==> config.mk <==
export PLATFORM = sky130hd
export DESIGN_NAME = tpf_ctrl
export DESIGN_NICKNAME = d
export VERILOG_FILES = /design/src/hdl/tpf_pkg.sv /design/src/hdl/tpf_ctrl.sv
export SDC_FILE = /design/constraint.sdc
export NUM_CORES = 1
export LEC_CHECK = 0
export ABC_AREA = 1
export ABC_CLOCK_PERIOD_IN_PS = 2350
export BUFFER_PORTS_ARGS = -buffer_cell sky130_fd_sc_hd__clkbuf_2
export CAP_MARGIN = 30
export CORE_AREA = 2 2 39 41
export CTS_CLUSTER_SIZE = 12
export DETAILED_ROUTE_END_ITERATION = 12
export DIE_AREA = 0 0 41 43
export HOLD_SLACK_MARGIN = 0.12
export PLACE_DENSITY = 0.82
export SETUP_SLACK_MARGIN = 0.3
export SLEW_MARGIN = 40
export SYNTH_ARGS = -nofsm -noshare
export SYNTH_HDL_FRONTEND = slang
export SYNTH_SLANG_ARGS = --single-unit
==> constraint.sdc <==
create_clock -name clock -period 2.35 [get_ports clock]
set_input_delay 0.3525 -clock clock [delete_from_list [all_inputs] [get_ports clock]]
set_output_delay 0.3525 -clock clock [all_outputs]
set_load 0.005 [all_outputs]
==> src/hdl/tpf_pkg.sv <==
// types, constants and state encoding shared by the fade engine modules
package tpf_pkg;

   localparam int FADE_SLOTS = 32;
   localparam int CHANNELS   = 4;
   localparam int LEVEL_BITS = 10;
   localparam int SLOT_W     = $clog2(FADE_SLOTS);
   localparam int RING_W     = SLOT_W + 1;
   localparam int CH_W       = 2;
   localparam int TICK_W     = 32;
   localparam int DUR_W      = 20;
   localparam int TPS_W      = 10;
   localparam int QM_W       = 10;
   localparam int GPW_W      = 8;
   localparam int PROD_W     = LEVEL_BITS + TICK_W;
   localparam int MS_PROD_W  = DUR_W + TPS_W;
   localparam int CNT_W      = 5;
   localparam int MS_RECIP_W = 31;
   localparam int MS_SHIFT   = 40;
   localparam int MS_WIDE_W  = MS_PROD_W + MS_RECIP_W;

   localparam logic [LEVEL_BITS-1:0] LEVEL_MAX = {LEVEL_BITS{1'b1}};
   // reciprocal of 1000 scaled by 2^40, rounded up
   localparam logic [MS_RECIP_W-1:0] MS_RECIP  = MS_RECIP_W'(1099511628);
   localparam logic [QM_W-1:0]       QM_RESET  = QM_W'(50);
   localparam logic [GPW_W-1:0]      GPW_RESET = GPW_W'(10);
   localparam logic [TPS_W-1:0]      TPS_RESET = TPS_W'(120);

   localparam logic [1:0] CSR_QUIESCE = 2'd0;
   localparam logic [1:0] CSR_GATE_PW = 2'd1;
   localparam logic [1:0] CSR_TPS     = 2'd2;

   localparam logic [1:0] ST_ACCEPTED = 2'd0;
   localparam logic [1:0] ST_FULL     = 2'd1;
   localparam logic [1:0] ST_ZERO     = 2'd2;

   localparam logic MODE_REQUEST = 1'b0;
   localparam logic MODE_TICK    = 1'b1;

   typedef struct packed {
      logic                    mode;
      logic [CH_W-1:0]         channel;
      logic [DUR_W-1:0]        duration_ms;
      logic [15:0]             target_level;
   } req_type;

   typedef struct packed {
      logic                    kind;
      logic [1:0]              status;
      logic [CH_W-1:0]         out_channel;
      logic [LEVEL_BITS-1:0]   gate_delay;
      logic                    gate_enable;
      logic                    finished;
      logic                    last;
   } rsp_type;

   typedef struct packed {
      logic [CHANNELS-1:0]     mask;
      logic [LEVEL_BITS-1:0]   start_level;
      logic [LEVEL_BITS-1:0]   end_level;
      logic [TICK_W-1:0]       start_tick;
      logic [TICK_W-1:0]       end_tick;
   } slot_type;

   typedef struct packed {
      logic       load_in;
      logic       q_mul;
      logic       t_mul;
      logic       div_step;
      logic       rd;
      logic       q_eval;
      logic       t_eval;
      logic       t_apply;
      logic       ptr_inc;
      logic       q_write;
      logic       t_finish;
      logic       out_next;
      logic       set_status;
      logic [1:0] status;
   } cmd_type;

   typedef struct packed {
      logic mode_tick;
      logic ticks_zero;
      logic ring_full;
      logic scan_end;
      logic div_done;
      logic in_window;
      logic last_ch;
   } stat_type;

   typedef enum logic [3:0] {
      S_IDLE, S_Q_MUL, S_Q_DIV, S_Q_CHK, S_Q_RD, S_Q_EV, S_Q_WR, S_R_OUT,
      S_T_RD, S_T_EV, S_T_MUL, S_T_DIV, S_T_APP, S_T_OUT
   } state_type;

endpackage

==> src/hdl/tpf_ctrl.sv <==
// sequencer for fade requests and zero-crossing ticks
module tpf_ctrl (
   input  logic              clock,
   input  logic              reset,
   input  logic              req_valid,
   output logic              req_ready,
   output logic              rsp_valid,
   input  logic              rsp_ready,
   input  tpf_pkg::stat_type stat,
   output tpf_pkg::cmd_type  cmd
);

   tpf_pkg::state_type state_ff, state_in;

   always_ff @(posedge clock) begin
      if (reset) begin
         state_ff <= tpf_pkg::S_IDLE;
      end else begin
         state_ff <= state_in;
      end
   end

   always_comb begin
      state_in  = state_ff;
      cmd       = '0;
      req_ready = 1'b0;
      rsp_valid = 1'b0;
      case (state_ff)
         tpf_pkg::S_IDLE: begin
            req_ready = 1'b1;
            if (req_valid) begin
               cmd.load_in = 1'b1;
               state_in    = tpf_pkg::S_Q_MUL;
            end
         end
         tpf_pkg::S_Q_MUL: begin
            if (stat.mode_tick) begin
               state_in = tpf_pkg::S_T_RD;
            end else begin
               cmd.q_mul = 1'b1;
               state_in  = tpf_pkg::S_Q_DIV;
            end
         end
         tpf_pkg::S_Q_DIV: begin
            cmd.div_step = 1'b1;
            if (stat.div_done) state_in = tpf_pkg::S_Q_CHK;
         end
         tpf_pkg::S_Q_CHK: begin
            if (stat.ticks_zero) begin
               cmd.set_status = 1'b1;
               cmd.status     = tpf_pkg::ST_ZERO;
               state_in       = tpf_pkg::S_R_OUT;
            end else if (stat.ring_full) begin
               cmd.set_status = 1'b1;
               cmd.status     = tpf_pkg::ST_FULL;
               state_in       = tpf_pkg::S_R_OUT;
            end else begin
               state_in = tpf_pkg::S_Q_RD;
            end
         end
         tpf_pkg::S_Q_RD: begin
            if (stat.scan_end) begin
               state_in = tpf_pkg::S_Q_WR;
            end else begin
               cmd.rd   = 1'b1;
               state_in = tpf_pkg::S_Q_EV;
            end
         end
         tpf_pkg::S_Q_EV: begin
            cmd.q_eval  = 1'b1;
            cmd.ptr_inc = 1'b1;
            state_in    = tpf_pkg::S_Q_RD;
         end
         tpf_pkg::S_Q_WR: begin
            cmd.q_write    = 1'b1;
            cmd.set_status = 1'b1;
            cmd.status     = tpf_pkg::ST_ACCEPTED;
            state_in       = tpf_pkg::S_R_OUT;
         end
         tpf_pkg::S_R_OUT: begin
            rsp_valid = 1'b1;
            if (rsp_ready) state_in = tpf_pkg::S_IDLE;
         end
         tpf_pkg::S_T_RD: begin
            if (stat.scan_end) begin
               cmd.t_finish = 1'b1;
               state_in     = tpf_pkg::S_T_OUT;
            end else begin
               cmd.rd   = 1'b1;
               state_in = tpf_pkg::S_T_EV;
            end
         end
         tpf_pkg::S_T_EV: begin
            cmd.t_eval = 1'b1;
            if (stat.in_window) begin
               state_in = tpf_pkg::S_T_MUL;
            end else begin
               cmd.ptr_inc = 1'b1;
               state_in    = tpf_pkg::S_T_RD;
            end
         end
         tpf_pkg::S_T_MUL: begin
            cmd.t_mul = 1'b1;
            state_in  = tpf_pkg::S_T_DIV;
         end
         tpf_pkg::S_T_DIV: begin
            cmd.div_step = 1'b1;
            if (stat.div_done) state_in = tpf_pkg::S_T_APP;
         end
         tpf_pkg::S_T_APP: begin
            cmd.t_apply = 1'b1;
            cmd.ptr_inc = 1'b1;
            state_in    = tpf_pkg::S_T_RD;
         end
         tpf_pkg::S_T_OUT: begin
            rsp_valid = 1'b1;
            if (rsp_ready) begin
               if (stat.last_ch) begin
                  state_in = tpf_pkg::S_IDLE;
               end else begin
                  cmd.out_next = 1'b1;
               end
            end
         end
         default: state_in = tpf_pkg::S_IDLE;
      endcase
   end

   assert property (@(posedge clock) disable iff (reset)
      rsp_valid && !rsp_ready |=> rsp_valid)
      else $error("result dropped while stalled");
   assert property (@(posedge clock) disable iff (reset)
      req_ready |-> !rsp_valid)
      else $error("new item taken while result pending");
   assert property (@(posedge clock) disable iff (reset)
      cmd.q_write |-> !stat.ring_full)
      else $error("write into full ring");

endmodule

==> impl_metrics.py <==
metrics = {
    "power": {
        "leakage_nw": 0.457,
        "power.internal_w": 0.000280,
        "cellPowerDensity_nw_per_um2": 844,
        "clkPwrFrac_pct": 14.2,
        "switchingPower_w": 0.000295,
        "swShare_pct": 51.3,
        "comb_power_share_pct": 62.7,
        "power_w": 0.000576,
        "ir_drop_mv": 0.380,
        "power.share.sequential_pct": 23.0,
    },
    "clocking": {
        "cts-hold-fix-buffers": 0,
        "cts_tree": "done",
        "cts_setup_buffers": 0,
        "cts_buffers": 3,
        "clkLatencyLatePin_ps": 230,
        "cts-htree-levels": 1,
        "clock-sinks": 4,
        "root_buffer": "clkbuf_4",
        "clockBufferDepth": 2,
        "cts.clk_slew.worst_paths_ps": 40,
        "postCtsResizedCells": 0,
    },
    "finish": {
        "largest_reg_flops": 4,
        "final_common_cell": "nand2_1",
        "syn2layout_area_growth_pct": 32.3,
        "finalNetCount": 143,
        "antenna_cells": 0,
        "reg_top3": "state_ff x4",
        "final_cell_mix": "37 x nand2_1, 27 x clkbuf_2, 20 x inv_1",
        "design_area_um2": 682,
        "drive_gt1_share_pct": 30.8,
        "regMostFlops": "state_ff",
    },
    "yosys": {
        "avgSynthCellArea_um2": 5.10,
        "ys_seq_elements": 4,
        "ys_warn_count": 0,
        "syn_inst": 101,
        "synth_compound_area_share_pct": 6.31,
        "synth_fa_ha_area_share_pct": 0,
        "synth_top_family_by_area": "simple AND/OR/NAND/NOR gates",
        "syn_nets": 112,
        "synth.cell_area_um2": 515,
        "muxShareOfSynthArea_pct": 0,
        "synthSimpleGateAreaFrac_pct": 61.4,
        "ys_types": 15,
        "yosysSeqAreaShare_pct": 15.5,
        "synth_xor_xnor_area_share_pct": 0,
    },
    "sta": {
        "finalHoldViolations": 0,
        "clock_skew_ps": 0.664,
        "rsz0062_at_grt": "false",
        "relSlewSlack_pct": 77.6,
        "worst_slew_pin_slew_ps": 335,
        "fin_crit_sh_pct": 77.8,
        "setup_slack_ps": 523,
        "tns_ps": 0,
        "fmax_ghz": 0.547,
        "slew_violations": 0,
        "whs_ps": 331,
        "min_period_ps": 1830,
        "setup_viol": 0,
    },
    "grt": {
        "grt_pass1_vias": 622,
        "grt_antenna_before_repair": 0,
        "grt_max_degree": 9,
        "groute.usage.overall_pct": 19.4,
        "grt_first_pass_wirelength_um": 2390,
        "grt.overflow.total": 0,
    },
    "placed_design": {
        "place_area_um2": 659,
        "place_ws_ps": 787,
        "io_buffer_count": 27,
        "finalWeightedCongestion": 0.887,
        "dp_hpwl_um": 1190,
    },
    "route": {
        "dr.pass1.iters": 4,
        "wl_per_cell_um": 9.47,
        "via_per_inst": 4.68,
        "num_vias": 684,
        "drtIter0Drc": 23,
        "wl_um": 1380,
        "drc": 0,
        "ant_nets": 0,
    },
    "floorplanning": {
        "core_um2": 1380,
        "pin_count": 28,
        "die_w_um": 41,
        "placementRows": 14,
        "fp.dieH_um": 43,
        "start_util_pct": 37.3,
        "die_area_um2": 1760,
    },
    "critical_path": {
        "reg2reg_setup_slack_ps": 860,
        "worstSetupPathType": "reg -> out",
        "arrival_ps": 1470,
        "crit_required_ps": 2000,
        "rr_worst_depth": 8,
        "cp-start-kind": "flip-flop",
        "reg2reg_from": "state_ff[3]$_SDFFE_PP0P_",
        "worstReg2RegEnd": "state_ff[3]$_SDFFE_PP0P_",
        "cp_max_fo": 6,
        "cp-end-kind": "output pin",
    },
    "worst_hold_path": {
        "hold_class": "in -> reg",
        "whs_path_depth": 2,
        "hold_end": "state_ff[1]$_SDFFE_PP0P_",
        "hold_start": "reset",
    },
    "status": {
        "status": "finished, final reports clean",
    },
    "job": {
        "drv_cap": 0,
    },
}
metrics by stage:
| stage | util, % | std cells |
|---|---|---|
| 6_report | 49.3 | 146 |
| 5_1_grt | 49.3 | 146 |
| 4_1_cts | 49.3 | 146 |
| 3_5_place_dp | 47.6 | 143 |
| 3_3_place_gp | 47.6 | 143 |
| 2_1_floorplan | - | 101 |
worst max-delay path by stage:
stage | startpoint | endpoint | slack, ps
2_1_floorplan | state_ff[0]$_SDFFE_PP0P_ | cmd[6] | 1040
3_3_place_gp | state_ff[0]$_SDFFE_PP0P_ | cmd[6] | 820
3_5_place_dp | state_ff[0]$_SDFFE_PP0P_ | cmd[6] | 790
4_1_cts | state_ff[0]$_SDFFE_PP0P_ | cmd[6] | 540
5_1_grt | state_ff[0]$_SDFFE_PP0P_ | cmd[6] | 410
6_report | state_ff[0]$_SDFFE_PP0P_ | cmd[6] | 520
area by class of cell:
| type | count | area (um^2) |
|---|---|---|
| Fill cell | 162 | 702 |
| Multi-Input combinational cell | 76 | 349 |
| Timing Repair Buffer | 27 | 135 |
| Sequential cell | 4 | 80.1 |
| Inverter | 20 | 75.1 |
| Clock buffer | 3 | 22.5 |
| Tap cell | 16 | 20.0 |
worst max-delay path, stage by stage (launching register included):
cell	delay, ps
dfxtp_1	430
inv_1	80
nor2_2	210
inv_1	110
nor2_1	140
nor2_1	60
o31ai_1	60
clkbuf_2	150
power groups by stage:
stage	logic [W]	clock network [W]	registers, W
after floorplan	0.000274	0	0.000113
after global placement	0.000357	0	0.000130
after detailed placement	0.000358	0	0.000132
after CTS	0.000361	0.0000860	0.000130
after global routing	0.000414	0.0000919	0.000137
final	0.000361	0.0000820	0.000132
kinds of logic (layout without fill, tap and decap cells):
kind of cell    Yosys count  in the layout
simple gates             70             70
buf+inv                  21             50
compound gates            6              6
flops                     4              4
synth_stat cells (all sizes together):
| cell | n | area [um^2] |
|---|---|---|
| a21oi | 4 | 20.0 |
| nand3b | 1 | 7.51 |
| o21ai | 1 | 5.00 |
| nor2 | 17 | 81.3 |
| nand2 | 40 | 158 |
| dfxtp | 4 | 80.1 |
| buf | 1 | 11.3 |
| nand3 | 9 | 55.1 |
| inv | 20 | 75.1 |
| nor3 | 3 | 15.0 |
| o31ai | 1 | 7.51 |
layer usage:
layer  vias up  GRT usage, %  wire (um)  part of all wire (%)
met5         -             0          0                     0
met4         0          6.67         12                  0.87
met3         2          5.24        112                   8.1
met2        34          30.6        661                    48
met1       287          24.0        597                    43
li1        361             -          -                     -
No activity file was read; power rests on OpenSTA's default activity.
